**src/p2p1d_pkg.sv**
```systemverilog
`timescale 1ns / 1ps
package p2p1d_pkg;

    // Result geometry
    localparam int OUT_W      = 48;
    localparam int ROW_W      = 2;
    localparam int NUM_COLS   = 6;
    localparam int FRAC_SHIFT = 11;
    localparam int RND_W      = 13;

    localparam logic [ROW_W-1:0] ROW_FIRST = 2'd0;
    localparam logic [ROW_W-1:0] ROW_LAST  = 2'd2;

    // Coefficient of the rotated edge n_k in entry (row, column)
    localparam logic [1:0] COEF_TAB [0:2][0:5][0:2] = '{
        '{'{2'd1, 2'd0, 2'd0}, '{2'd0, 2'd0, 2'd0}, '{2'd0, 2'd0, 2'd0},
          '{2'd1, 2'd2, 2'd0}, '{2'd0, 2'd1, 2'd1}, '{2'd1, 2'd0, 2'd2}},
        '{'{2'd0, 2'd0, 2'd0}, '{2'd0, 2'd1, 2'd0}, '{2'd0, 2'd0, 2'd0},
          '{2'd2, 2'd1, 2'd0}, '{2'd0, 2'd1, 2'd2}, '{2'd1, 2'd0, 2'd1}},
        '{'{2'd0, 2'd0, 2'd0}, '{2'd0, 2'd0, 2'd0}, '{2'd0, 2'd0, 2'd1},
          '{2'd1, 2'd1, 2'd0}, '{2'd0, 2'd2, 2'd1}, '{2'd2, 2'd0, 2'd1}}
    };

    // floor((2048 * R + 1) / 3) for the residue sum R
    localparam logic [RND_W-1:0] RND_TAB [0:7] = '{
        13'd0, 13'd683, 13'd1365, 13'd2048, 13'd2731, 13'd3413, 13'd4096, 13'd4779
    };

endpackage

```
**src/p2p1d_queue.sv**
```systemverilog
`timescale 1ns / 1ps
module p2p1d_queue #(
    parameter int WIDTH = 8
) (
    input  logic             clk,
    input  logic             rst_n,
    input  logic             in_valid,
    output logic             in_ready,
    input  logic [WIDTH-1:0] in_data,
    output logic             out_valid,
    input  logic             out_ready,
    output logic [WIDTH-1:0] out_data
);
    import p2p1d_pkg::*;

    logic [WIDTH-1:0] mem_reg [0:1];
    logic             wr_ptr_reg, rd_ptr_reg;
    logic [1:0]       count_reg;
    logic             push, pop;

    assign in_ready  = (count_reg != 2'd2);
    assign out_valid = (count_reg != 2'd0);
    assign out_data  = mem_reg[rd_ptr_reg];
    assign push      = in_valid && in_ready;
    assign pop       = out_valid && out_ready;

    // Track pointers and fill level
    always_ff @(posedge clk or negedge rst_n)
    begin
        if (!rst_n)
        begin
            wr_ptr_reg <= 1'b0;
            rd_ptr_reg <= 1'b0;
            count_reg  <= 2'd0;
        end
        else
        begin
            if (push)
                wr_ptr_reg <= !wr_ptr_reg;
            if (pop)
                rd_ptr_reg <= !rd_ptr_reg;
            if (push && !pop)
                count_reg <= count_reg + 2'd1;
            else if (pop && !push)
                count_reg <= count_reg - 2'd1;
        end
    end

    // Store the entry
    always_ff @(posedge clk)
    begin
        if (push)
            mem_reg[wr_ptr_reg] <= in_data;
    end

endmodule

```
**config.mk**
```make
export PLATFORM = sky130hd
export DESIGN_NAME = p2p1d_queue
export DESIGN_NICKNAME = d
export VERILOG_FILES = /design/src/p2p1d_pkg.sv /design/src/p2p1d_queue.sv
export SDC_FILE = /design/constraint.sdc
export NUM_CORES = 1
export LEC_CHECK = 0
export ABC_AREA = 1
export BUFFER_PORTS_ARGS = -buffer_cell sky130_fd_sc_hd__clkbuf_2
export CELL_PAD_IN_SITES_DETAIL_PLACEMENT = 0
export CELL_PAD_IN_SITES_GLOBAL_PLACEMENT = 1
export CORE_MARGIN = 2
export CORE_UTILIZATION = 38
export DETAILED_ROUTE_END_ITERATION = 10
export GPL_TIMING_DRIVEN = 0
export PLACE_DENSITY_LB_ADDON = 0.1
export REMOVE_ABC_BUFFERS = 1
export SLEW_MARGIN = 20
export SYNTH_ARGS = -nofsm -noshare
export SYNTH_HDL_FRONTEND = slang
export SYNTH_SLANG_ARGS = --single-unit
```
**constraint.sdc**
```tcl
create_clock -name clk -period 3.5 [get_ports clk]
set_input_delay 0 -clock clk [delete_from_list [all_inputs] [get_ports clk]]
set_output_delay 0 -clock clk [all_outputs]
set_load 0.01 [all_outputs]
```
After elaboration in Yosys (flattened, before gate mapping)
Memories as Yosys holds them, arrays and structs flattened.
Cells that the tools add are included.
- flip-flop bits (word level): 4
- bits in latches: 0
- bits in writable memories: 16
- ROM bits: 0
- input port bits: 12
- output and inout bits: 10
- logic and storage cells: 21
- memories: 1
- $add $sub $neg: 2
- multipliers: 0
- div/mod/pow operators: 0
- $lt $le $gt $ge: 0
- equality and inequality tests: 1
- shift-type cells: 0
- muxes and demuxes: 4
- bitwise logic cells: 0
- reductions and logical operators: 10
- memories (name ; depth ; width ; rd ports ; clocked after Yosys merged registers in ; wr ports ; line ; text):
    mem_reg ; 2 ; 8 ; 1 ; 0 ; 1 ; p2p1d_queue.sv:16 ; logic [WIDTH-1:0] mem_reg [0:1];
- operator list (kind ; count):
    1-bit logical AND ; 4
    1-bit zero test ; 4
    2-bit 2-to-1 mux ; 2
    2-bit nonzero test ; 2
    2-bit by 1-bit adder with 2-bit output (second input constant) ; 1
    1-bit 2-to-1 mux ; 2
    2-bit inequality test (second input constant) ; 1
    2-bit by 1-bit subtractor with 2-bit output (second input constant) ; 1

Longest topological paths before layout
- depth after elaboration: 6
- gate-level depth with buffers: 10
- mapped depth without buffers: 10

Worst setup path before layout
No wires, ideal clock.
- kind: reg2reg
- start point: register count_reg[0]
- end point: memory mem_reg[0][0], enable pin
- arrival time: 953 ps
- data required time: 3130 ps
- setup slack: 2177 ps
- cell stages (with the launch flop): 5
- path buffers: 0
- period minus slack after synthesis: 1323 ps
- path through: dfrtp_1 inv_2 nand2_4 nand2_4 nor2_1
- longest elaborated chain between the ends: 4
- RTL lines (what ; line ; text):
    start: declaration ; p2p1d_queue.sv:18 ; logic [1:0] count_reg;
    start signal: assignment ; p2p1d_queue.sv:43 ; count_reg <= count_reg + 2'd1;
    start signal: assignment ; p2p1d_queue.sv:45 ; count_reg <= count_reg - 2'd1;
    2-bit inequality test ; p2p1d_queue.sv:21 ; assign in_ready = (count_reg != 2'd2);
    named net in_ready ; p2p1d_queue.sv:8 ; output logic in_ready,
    1-bit logical AND ; p2p1d_queue.sv:24 ; assign push = in_valid && in_ready;
    1-bit 2-to-1 mux ; p2p1d_queue.sv:52 ; if (push)
    1-bit 2-to-1 mux (implied by the code) ; p2p1d_queue.sv:53 ; mem_reg[wr_ptr_reg] <= in_data;
    end: declaration ; p2p1d_queue.sv:16 ;
The timed path passes the listed nets, and every way through them passes these cells.

Final worst setup path
- start point: register count_reg[0]
- end point: memory mem_reg[1][5], enable pin
- longest elaborated chain between the ends: 4
- RTL lines (what ; line):
    2-bit inequality test ; p2p1d_queue.sv:21
    1-bit logical AND ; p2p1d_queue.sv:24
    1-bit 2-to-1 mux ; p2p1d_queue.sv:52
    1-bit 2-to-1 mux (implied by the code) ; p2p1d_queue.sv:53
Every way passes these cells.

==> key figures <==
Outcome
  • Outcome: finished clean

Yosys
  • Cell variety after synth: 14
  • Top FF cell, synth: edfxtp_1
  • Post-synth EDFFs: 16
  • Cell area after synthesis: 827 sq um
  • Top cells by instance count after synthesis: nand2_1, edfxtp_1, dfrtp_1, inv_1, inv_2
  • Register area share after synthesis: 70.2%
  • Syn avg cell area: 11.8 sq um
  • Post-synth top area share: 58.1%
  • Top post-synthesis cells by area: edfxtp_1, nand2_1, dfrtp_1, nand2_4, xor2_2
  • Yosys top cell by area: edfxtp_1
  • Count leader, synth: nand2_1
  • Async S/R FF share, synth: 20.0%
  • Synthesis-stage register bit count: 20
  • Yosys Warn Count: 0
  • Mapped Cells: 70

Final layout
  • Fillers: 174
  • Diodes inserted: 0
  • Layout cells sized above 1: 30.5%
  • Layout net count: 119
  • Final instance area: 0.00109 sq mm
  • Max FFs per register: 16
  • Layout area overhead: 31.9%

Place
  • Placed cell areas: 955 sq um
  • GPL Wtd Cong: 0.693
  • Port bufs: 21
  • DP HPWL: 852 um

Clock tree
  • Root buf cell: clkbuf_4
  • # hold bufs at CTS: 11
  • Setup Buffers After CTS: 0
  • CTS Buf Count: 3
  • CTS max path bufs: 2
  • Clock sink count: 20
  • CTS tree: built
  • Post-cts resize count: 0
  • Latest clock arrival within the worst-skew pair: 0.29 ns
  • H-tree depth: 1
  • Reg clk slew, reported paths: 0.10 ns

Power and ir drop
  • Total power draw: 789 uW
  • Comb power frac: 39.0%
  • Max IR drop VDD: 0.393 mV
  • Sw power: 293 uW
  • Sequential share of power: 47.6%
  • Clk pwr share: 13.4%
  • Switching Fraction: 37.1%
  • PwrDens: 723 mW/mm^2
  • P_leak: 0.508 nW
  • P_int: 496 uW

Critical path
  • Crit path DAT: 1.46 ns
  • Data required time at the worst endpoint: 3.43 ns
  • Crit-path max FO: 8
  • CP Launch Type: flop
  • Element type at the critical path end: flop
  • Crit path kind: reg -> reg

STA
  • Max frequency: 0.653 GHz
  • Clk_skew: 0.00501 ns
  • Endpoints failing hold: 0
  • RSZ-0062 raised after global routing: no
  • Slew Limit Fails: 0
  • Slew of the pin with the lowest slew margin: 0.728 ns
  • Setup TNS: 0 ns
  • Count of final setup violators: 0
  • Crit path time final: 1.53 ns
  • Worst slew margin: 51.3%
  • Tcrit/Tclk final: 43.7%

Worst hold path
  • Worst Hold Class: in -> async

Floorplanning
  • Die width: 50.7 um
  • Rows: 16
  • Core ar.: 0.00200 sq mm
  • Die ar.: 0.00257 sq mm
  • Die Span Y: 50.7 um
  • IO Count: 22
  • Initial Util: 41.3%

Global route
  • GRT Total Usage: 11.0%
  • Vias in the first global route: 515
  • Initial antenna violation count: 0
  • Global-route wire length before repair: 2060 um
  • Largest net degree at the start of global routing: 12
  • GRT Residual Overflow: 0

Route
  • DRT iter0 DRCs: 13
  • ANT nets after route: 0
  • Vias/cell: 4.19
  • DRC: 0
  • Routed len/inst: 9.79 um
  • 1st-pass router iterations: 4
  • Drt total wl: 1290 um
  • Via count: 553

Run
  • Max cap viols: 0
-- area by class of cell --
type	count	area, sq um	area share (%)
clock buffers	4	26.3	2.41
inverters	7	26.3	2.41
multi-input cells	42	209	19.2
flip-flops and latches	20	581	53.2
well taps	27	33.8	3.10
repair buffers	32	215	19.7
-- power by group through the flow --
| stage | clock network [mW] | logic (mW) | registers (mW) |
|---|---|---|---|
| floorplan | 0 | 0.206 | 0.370 |
| global placement | 0 | 0.302 | 0.381 |
| detailed placement | 0 | 0.303 | 0.382 |
| CTS | 0.110 | 0.314 | 0.376 |
| global route | 0.117 | 0.351 | 0.386 |
| finish | 0.106 | 0.308 | 0.376 |
-- routing by layer --
layer | global-route usage [%] | share of wire (%) | up-vias
met1 | 14.2 | 47 | 239
met5 | 0 | 0 | -
met2 | 17.8 | 47 | 15
li1 | - | - | 297
met3 | 1.79 | 5.1 | 2
met4 | 5.41 | 0.70 | 0
-- stage by stage --
stage	util (%)	worst slack, ns	hold WS (ns)	cells
finish	54.5	1.97	0.0464	132
CTS	54.5	1.95	0.0387	132
detailed placement	47.7	1.96	-0.190	117
floorplan	-	2.18	-0.296	69
global route	54.5	1.85	0.0551	132
global placement	47.7	1.96	-0.190	117
-- final timing paths --
kind | startpoint | end | slack, ns | cells after the start
min in group clk | in_data[3] | mem_reg[1][3]$_DFFE_PP_ | 0.44 | 2
max | count_reg[0]$_DFFE_PN0P_ | mem_reg[1][5]$_DFFE_PP_ | 1.97 | 4
max in group asynchronous | rst_n | wr_ptr_reg$_DFFE_PN0P_ | 3.33 | 2
min | rst_n | count_reg[1]$_DFFE_PN0P_ | 0.05 | 2
max reg2reg | count_reg[0]$_DFFE_PN0P_ | mem_reg[1][5]$_DFFE_PP_ | 1.97 | 4
min reg2reg | count_reg[0]$_DFFE_PN0P_ | count_reg[0]$_DFFE_PN0P_ | 0.53 | 1
-- critical path, stage by stage, from the launching register on --
cell and delay [ns]:
dfrtp_1 0.40, inv_2 0.08, nand2_4 0.07, nand2_4 0.06, nor2_1 0.56
-- placed cells by master, fill, tap and decap left out, drive strengths merged --
cell type	count
nand2	34
nand3	2
nor2	2
dlygate4sd3	11
inv	7
ha	1
nand4	1
clkbuf	25
dfrtp	4
edfxtp	16
xor2	1
xnor2	1
-- cells by family (layout without fill, tap and decap cells) --
logic type                 Yosys count  in the layout  share of synthesized area, %
xor gates and xnor gates             2              2                          3.03
buffers and inverters                8             43                          4.54
DFF                                 20             20                          70.2
and+or+nand+nor                     39             39                          20.7
adders and majority gates            1              1                          1.51
No activity file was read; power rests on OpenSTA's default activity.
