File: src/p2p1d_pkg.sv
`timescale 1ns / 1ps
package p2p1d_pkg;

    // Result geometry
    localparam int OUT_W      = 48;
    localparam int ROW_W      = 2;
    localparam int NUM_COLS   = 6;
    localparam int FRAC_SHIFT = 11;
    localparam int RND_W      = 13;

    localparam logic [ROW_W-1:0] ROW_FIRST = 2'd0;
    localparam logic [ROW_W-1:0] ROW_LAST  = 2'd2;

    // Coefficient of the rotated edge n_k in entry (row, column)
    localparam logic [1:0] COEF_TAB [0:2][0:5][0:2] = '{
        '{'{2'd1, 2'd0, 2'd0}, '{2'd0, 2'd0, 2'd0}, '{2'd0, 2'd0, 2'd0},
          '{2'd1, 2'd2, 2'd0}, '{2'd0, 2'd1, 2'd1}, '{2'd1, 2'd0, 2'd2}},
        '{'{2'd0, 2'd0, 2'd0}, '{2'd0, 2'd1, 2'd0}, '{2'd0, 2'd0, 2'd0},
          '{2'd2, 2'd1, 2'd0}, '{2'd0, 2'd1, 2'd2}, '{2'd1, 2'd0, 2'd1}},
        '{'{2'd0, 2'd0, 2'd0}, '{2'd0, 2'd0, 2'd0}, '{2'd0, 2'd0, 2'd1},
          '{2'd1, 2'd1, 2'd0}, '{2'd0, 2'd2, 2'd1}, '{2'd2, 2'd0, 2'd1}}
    };

    // floor((2048 * R + 1) / 3) for the residue sum R
    localparam logic [RND_W-1:0] RND_TAB [0:7] = '{
        13'd0, 13'd683, 13'd1365, 13'd2048, 13'd2731, 13'd3413, 13'd4096, 13'd4779
    };

endpackage

File: src/p2p1d_back.sv
`timescale 1ns / 1ps
module p2p1d_back #(
    parameter int COORD_BITS = 24
) (
    input  logic                                clk,
    input  logic                                rst_n,
    input  logic                                in_valid,
    output logic                                in_ready,
    input  logic [3*(COORD_BITS+1)+6:0]         in_data,
    output logic                                out_valid,
    input  logic                                out_ready,
    output logic [p2p1d_pkg::ROW_W-1:0]         row_index,
    output logic [p2p1d_pkg::OUT_W*p2p1d_pkg::NUM_COLS-1:0] entries,
    output logic                                degenerate,
    output logic                                last_row
);
    import p2p1d_pkg::*;

    localparam int AW = COORD_BITS + 1;
    localparam int SW = AW + 2;        // width of a row sum of quotients

    logic signed [AW-1:0] a [0:2];
    logic [1:0]           r [0:2];
    logic                 deg;
    logic                 load;

    logic [ROW_W-1:0]          row_reg;
    logic                      valid_reg;
    logic [ROW_W-1:0]          row_out_reg;
    logic [OUT_W*NUM_COLS-1:0] entries_reg;
    logic                      deg_reg;
    logic                      last_reg;

    logic [OUT_W*NUM_COLS-1:0] entries_next;
    logic signed [SW-1:0]      qsum;
    logic [3:0]                rsum;
    logic [OUT_W-1:0]          ent;

    // Unpack the queue head
    always_comb
    begin
        for (int k = 0; k < 3; k++)
        begin
            a[k] = in_data[k*AW +: AW];
            r[k] = in_data[3*AW + 2*k +: 2];
        end
        deg = in_data[3*AW+6];
    end

    assign load     = in_valid && (!valid_reg || out_ready);
    assign in_ready = load && (row_reg == ROW_LAST);

    // Form the six entries of the current row
    always_comb
    begin
        entries_next = '0;
        for (int j = 0; j < NUM_COLS; j++)
        begin
            qsum = '0;
            rsum = '0;
            for (int k = 0; k < 3; k++)
            begin
                if (COEF_TAB[row_reg][j][k] == 2'd2)
                    qsum = qsum + (SW'(a[k]) <<< 1);
                else if (COEF_TAB[row_reg][j][k] == 2'd1)
                    qsum = qsum + SW'(a[k]);
                rsum = rsum + 4'(COEF_TAB[row_reg][j][k]) * 4'(r[k]);
            end
            ent = (OUT_W'(qsum) <<< FRAC_SHIFT) + OUT_W'(RND_TAB[rsum[2:0]]);
            entries_next[j*OUT_W +: OUT_W] = deg ? '0 : ent;
        end
    end

    // Hold the row counter and output valid
    always_ff @(posedge clk or negedge rst_n)
    begin
        if (!rst_n)
        begin
            row_reg   <= ROW_FIRST;
            valid_reg <= 1'b0;
        end
        else
        begin
            if (load)
                row_reg <= (row_reg == ROW_LAST) ? ROW_FIRST : row_reg + 2'd1;
            if (load)
                valid_reg <= 1'b1;
            else if (out_ready)
                valid_reg <= 1'b0;
        end
    end

    // Register the output beat
    always_ff @(posedge clk)
    begin
        if (load)
        begin
            row_out_reg <= row_reg;
            entries_reg <= entries_next;
            deg_reg     <= deg;
            last_reg    <= (row_reg == ROW_LAST);
        end
    end

    assign out_valid  = valid_reg;
    assign row_index  = row_out_reg;
    assign entries    = entries_reg;
    assign degenerate = deg_reg;
    assign last_row   = last_reg;

endmodule

File: config.mk
export PLATFORM = sky130hd
export DESIGN_NAME = p2p1d_back
export DESIGN_NICKNAME = d
export VERILOG_FILES = /design/src/p2p1d_pkg.sv /design/src/p2p1d_back.sv
export SDC_FILE = /design/constraint.sdc
export NUM_CORES = 1
export LEC_CHECK = 0
export CAP_MARGIN = 10
export CORE_ASPECT_RATIO = 0.9
export CORE_MARGIN = 3
export CORE_UTILIZATION = 50
export DETAILED_ROUTE_END_ITERATION = 16
export DONT_BUFFER_PORTS = 1
export GPL_ROUTABILITY_DRIVEN = 0
export PLACE_DENSITY = 0.75
export SYNTH_ARGS = -nofsm -noshare
export SYNTH_HDL_FRONTEND = slang
export SYNTH_SLANG_ARGS = --single-unit
File: constraint.sdc
create_clock -name clk -period 5.95 [get_ports clk]
set_clock_uncertainty 0.1 [all_clocks]
set_input_delay 0.8925 -clock clk [delete_from_list [all_inputs] [get_ports clk]]
set_output_delay 0.8925 -clock clk [all_outputs]
set_load 0.05 [all_outputs]
# Yosys cells after proc, flatten, opt, wreduce, memory -nomap -nowiden
# Memories as Yosys holds them, arrays and structs flattened.
# Index checks and enable logic that the tools add are counted.
# classes
n_reduce_logical	5
addsub	43
n_eq_ne	37
n_mux	54
bitwise_logic	7
mul	18
order_cmp	7
# ops
cell	n
27-bit two-way mux	36
27-bit by 25-bit adder with 27-bit output	12
27-bit by 26-bit adder with 27-bit output	12
38-bit by 14-bit adder with 39-bit output	6
13-bit two-way mux	12
36-bit binary-select mux with 2-bit select	1
36-bit two-way mux	2
2-bit by 2-bit multiplier with 3-bit output	18
2-bit == test (second input constant)	19
3-bit adder	12
2-bit by 1-bit == test with 1-bit output (second input constant)	18
4-bit >= comparator (second input constant)	6
3-bit NOT with 4-bit output	6
3-bit >= comparator (second input constant)	1
2-bit NOT with 3-bit output	1
2-bit by 1-bit adder with 2-bit output (second input constant)	1
1-bit logical AND	2
1-bit two-way mux	2
2-bit two-way mux	1
2-bit nonzero test	1
1-bit logical NOT	1
1-bit logical OR	1
# word_totals
memories	6
input_bits	86
mem_bits_ro	624
reg_bits	295
word_cells	183
# mem_list
name	depth	word_bits	read_ports	rd_clocked_by_memory_dff	wr	line	source
(name not given)	8	13	1	0	0	p2p1d_back.sv:69	ent = (OUT_W'(qsum) <<< FRAC_SHIFT) + OUT_W'(RND_TAB[rsum[2:0]]);
(name not given)	8	13	1	0	0	p2p1d_back.sv:69	
(name not given)	8	13	1	0	0	p2p1d_back.sv:69	
(name not given)	8	13	1	0	0	p2p1d_back.sv:69	
(name not given)	8	13	1	0	0	p2p1d_back.sv:69	
(name not given)	8	13	1	0	0	p2p1d_back.sv:69	

# Longest topological paths before layout
# logic_depth
word_depth	14
ltp_mapped	25
ltp_nobuf	20

# Worst setup path after synthesis
# No wires, ideal clock.
# synth_timing
path_kind	reg-to-reg
start	reg row_reg[1]
end	reg entries_reg[180], in the netlist entries[180] (data pin)
slack_ps	-577
setup_ps	260
path_stages_with_launch	24
synth_period_minus_slack_ps	6527
arrival_ps	6167
n_path_buf	5
path_cell_list	dfrtp_1 -> clkbuf_1 -> inv_1 -> ha_1 -> clkbuf_1 -> clkbuf_1 -> buf_1 -> clkbuf_1 -> and2_1 -> ha_1 -> ha_1 -> ha_1 -> xor2_1 -> xnor2_1 -> xnor2_1 -> and2_1 -> ha_1 -> a21o_1 -> nand2_1 -> nor3_1 -> nand3_1 -> or3_1 -> or4_4 -> mux2_4
# synth_between
elab_chain_cells	14
# synth_lines
item	line	source
from (decl)	p2p1d_back.sv:27	logic [ROW_W-1:0] row_reg;
from (signal assigned)	p2p1d_back.sv:85	row_reg <= (row_reg == ROW_LAST) ? ROW_FIRST : row_reg + 2'd1;
2-bit NOT with 3-bit output (not written as such) *	p2p1d_back.sv:63, p2p1d_back.sv:65, p2p1d_back.sv:67	
36-bit binary-select mux with 2-bit select *	p2p1d_back.sv:63, p2p1d_back.sv:65, p2p1d_back.sv:67	
36-bit two-way mux *	--	
36-bit two-way mux (not written as such) *	p2p1d_back.sv:63, p2p1d_back.sv:65, p2p1d_back.sv:67	
2-bit by 1-bit == test with 1-bit output	p2p1d_back.sv:65	else if (COEF_TAB[row_reg][j][k] == 2'd1)
27-bit two-way mux	p2p1d_back.sv:65	
27-bit two-way mux	p2p1d_back.sv:63	if (COEF_TAB[row_reg][j][k] == 2'd2)
27-bit by 25-bit adder with 27-bit output	p2p1d_back.sv:66	qsum = qsum + SW'(a[k]);
27-bit two-way mux	p2p1d_back.sv:65	
27-bit two-way mux	p2p1d_back.sv:63	
27-bit by 25-bit adder with 27-bit output	p2p1d_back.sv:66	
27-bit two-way mux	p2p1d_back.sv:65	
27-bit two-way mux	p2p1d_back.sv:63	
38-bit by 14-bit adder with 39-bit output *	p2p1d_back.sv:69	
to (signal assigned)	p2p1d_back.sv:99	entries_reg <= entries_next;
to (decl)	p2p1d_back.sv:30	logic [OUT_W*NUM_COLS-1:0] entries_reg;
# Every way passes the cells marked *; elsewhere a longest branch is shown, timed or not. The select of a mux whose other input is x is not followed.
# A chain may end at the register's enable or synchronous reset.

# Worst setup path after layout
# layout_timing
start	reg row_reg[1]
end	reg entries_reg[273], in the netlist entries[273] (data pin)
# layout_between
elab_chain_cells	14
# layout_lines
item	line
2-bit NOT with 3-bit output (not written as such) *	p2p1d_back.sv:63, p2p1d_back.sv:65, p2p1d_back.sv:67
36-bit binary-select mux with 2-bit select *	p2p1d_back.sv:63, p2p1d_back.sv:65, p2p1d_back.sv:67
36-bit two-way mux * (2 in series)	--
2-bit by 1-bit == test with 1-bit output	p2p1d_back.sv:65
27-bit two-way mux	p2p1d_back.sv:65
27-bit two-way mux	p2p1d_back.sv:63
27-bit by 25-bit adder with 27-bit output	p2p1d_back.sv:66
27-bit two-way mux	p2p1d_back.sv:65
27-bit two-way mux	p2p1d_back.sv:63
27-bit by 25-bit adder with 27-bit output	p2p1d_back.sv:66
27-bit two-way mux	p2p1d_back.sv:65
27-bit two-way mux	p2p1d_back.sv:63
38-bit by 14-bit adder with 39-bit output *	p2p1d_back.sv:69
# Marked as above.

==> flow_summary_export.csv <==
group,metric,value,unit
global_routing,antenna_found_initial,7,
logic_synthesis,synth_warnings,0,
sta,fin_ws,0.2197,ns
routing,wire_per_inst,25.22,um
logic_synthesis,synth_top_family_by_area,"simple AND/OR/NAND/NOR gates",
global_routing,met2_usage,0.4884,
sta,slew_viol_final,0,
clock_network,cts.path.max_buffers,2,
logic_synthesis,synth_cell_type_count,96,
logic_synthesis,synth_nets,3096,
power,p_leak,9.303,nW
sta,finalSetupTns,0,ns
floorplan,die-area,48110,um^2
logic_synthesis,synth.largest_area_cell,"edfxtp_1",
placement,post_dp_cell_area,23130,um^2
sta,period_needed,5.730,ns
logic_synthesis,synth_top_area_frac,0.2508,
clock_network,cts_buffers,17,
routing,viasPerCell,6.861,
logic_synthesis,synthSimpleGateAreaFrac,0.2414,
logic_synthesis,netlist_area,22750,um^2
worst_setup_path,crit_type,"flop to flop",
sta,finalHoldViolCount,0,
logic_synthesis,ys.flop_type,"edfxtp_1",
global_routing,grt_pass1_wl,123.8,mm
status,status,"completed",
global_routing,track_usage,0.3336,
final_layout,instances_no_fill,3291,
sta,holdWs,0.3810,ns
worst_setup_path,cp_max_fo,7,
clock_network,path_clk_slew,0.09,ns
clock_network,cts_max_level,4,
floorplan,coreArea,44570,um^2
global_routing,grt_pass1_vias,20980,
logic_synthesis,synth-seq-cells,193,
power,design_power_total,16.62,mW
global_routing,grt_start_max_net_pins,130,
placement,portBuffers,0,
clock_network,cts_tree,"built",
worst_setup_path,cp.arrival,6.01,ns
floorplan,die_width,230.9,um
routing,drt_first_pass_iters,9,
floorplan,start_util,0.5105,
logic_synthesis,synth_cells,2796,
routing,wl,83.00,mm
routing,first_iter_violations,2902,
global_routing,grt_overflow,0,
placement,dp_hpwl,62.91,mm
sta,worstMarginPinSlew,1.100,ns
logic_synthesis,async_reset_ff_frac,0.01554,
clock_network,cts.sinks,193,
placement,dp_cells,3251,
logic_synthesis,synth_commonest_cells,"nand2_1, nor2_1, ha_1",
logic_synthesis,synth_compound_area_frac,0.2274,
final_layout,largest_register_ffs,186,
placement,post-place-ws,-0.1525,ns
global_routing,grt_busiest_layer,"met2",
logic_synthesis,synth.area.mux_share,0.02260,
final_layout,syn2layout_area_growth,5.290,%
clock_network,cts-root-buf,"clkbuf_16",
sta,setup_violations,0,
global_routing,grt.met3_usage,0.1182,
floorplan,rows,73,
floorplan,num_io_pins,380,
logic_synthesis,synthAdderAreaFrac,0.1213,
logic_synthesis,synth.avg_cell_area,8.138,um^2
power,peakVddDrop,0.3557,mV
worst_setup_path,required,6.23,ns
hold_path,hold_path.class,"primary input to flop",
power,p_per_area,693.6,nW/um^2
final_layout,nets,2977,
final_layout,fin_util,0.5375,
clock_network,clkLatencyLatePin,0.51,ns
routing,post-route-drc-count,0,
logic_synthesis,ys_top_cells_by_area,"edfxtp_1, ha_1, nand2_1",
floorplan,die-height,208.4,um
worst_setup_path,start_kind,"flop",
logic_synthesis,synth_xor_area_frac,0.06544,
run,drv_cap,0,
logic_synthesis,synth.most_common_cell,"nand2_1",
logic_synthesis,seq_area_frac_synth,0.2541,
routing,antenna_left,0,
routing,dr_total_vias,22580,
global_routing,grtUsageMet1,0.4164,
sta,fmax,174.5,MHz
sta,slew_headroom,0.2682,
logic_synthesis,synth_edf_count,190,
worst_setup_path,endpoint_kind,"flop",
sta,period_share,0.9631,
final_layout,drive_gt1_frac,0.08885,
final_layout,fin_area,23960,um^2
-- critical path: stages, from the launching register on --
cell and delay [ns]:
dfrtp_2 0.48, inv_2 0.14, ha_2 0.28, and2_1 0.19, fa_1 0.40, ha_1 0.29
ha_1 0.21, xor2_1 0.18, xnor2_2 0.28, nor2_1 0.15, a21oi_1 0.22, ha_1 0.24
fa_1 0.18, inv_1 0.07, nor3_2 0.23, nand3_1 0.21, nor4_4 0.46, nand4_1 0.16
buf_4 0.20, or4_4 0.46, or4_1 0.41, nand2_1 0.09
-- placed cells by master (no fill, tap or decap), types with 39 or more instances in the layout --
cell type / n
nand4_1: 55
xor2_1: 87
edfxtp_1: 190
or3_1: 39
ha_1: 198
o21ai_0: 132
nor3_1: 64
a211oi_1: 44
nor2_1: 294
inv_1: 69
a21oi_1: 180
a22o_1: 41
nand3_1: 87
buf_4: 66
a21o_1: 43
and2_1: 51
xnor2_1: 81
nand2_1: 295
-- path summary, 6_finish.rpt --
| kind | startpoint | end | slack (ns) | depth (start not counted) |
|---|---|---|---|---|
| max | row_reg[1] | entries[273] | 0.22 | 21 |
| min | in_valid | out_valid | 0.38 | 1 |
| max reg2reg | row_reg[1] | entries[273] | 0.22 | 21 |
| min reg2reg | row_reg[0] | row_index[0] | 0.45 | 0 |
| max in group asynchronous | rst_n | row_reg[1] | 4.89 | 1 |
| min in group asynchronous | rst_n | out_valid | 0.59 | 1 |
-- power by group --
| part | switching [mW] | internal (mW) | leakage [nW] |
|---|---|---|---|
| combinational | 7.82 | 4.45 | 7.10 |
| clock | 0.653 | 0.580 | 0.296 |
| sequential | 1.13 | 1.99 | 1.90 |
| total | 9.61 | 7.01 | 9.30 |
-- cell type report --
type / count / area [um^2]
multi-input cells: 2304 / 15610
diodes: 1 / 2.502
inverters: 73 / 281.5
clock buffers: 17 / 425.4
repair buffers: 88 / 917.1
flip-flops and latches: 193 / 5783
fillers: 4064 / 20620
clock inverters: 15 / 187.7
well taps: 600 / 750.7
-- what timing repair did --
| item | 4_1_cts | 5_1_grt |
|---|---|---|
| buffers inserted | 0 | 6 |
| resized for setup | 2 | 32 |
| setup endpoints to repair | 7 | 26 |
| endpoints found under the hold margin | 3 | 0 |
| hold buffers | 1 | 0 |
| pin swaps | 1 | 5 |
-- metal layers --
layer / up-vias / wire, um
li1: 10090 / -
met4: 4 / 6011
met3: 356 / 11520
met2: 1541 / 34320
met1: 10590 / 31130
met5: - / 24
-- cells by family (layout without fill, tap and decap cells) --
family,Yosys count,in the layout
AND/OR/NAND/NOR,1115,1115
AO/OA/AOI/OAI,757,757
buffers and inverters,299,193
adder cells (fa/ha/maj),214,214
flip-flops,193,193
XOR/XNOR,170,170
multiplexers,48,48
other,0,1
Power figures use the tool's default switching activity.
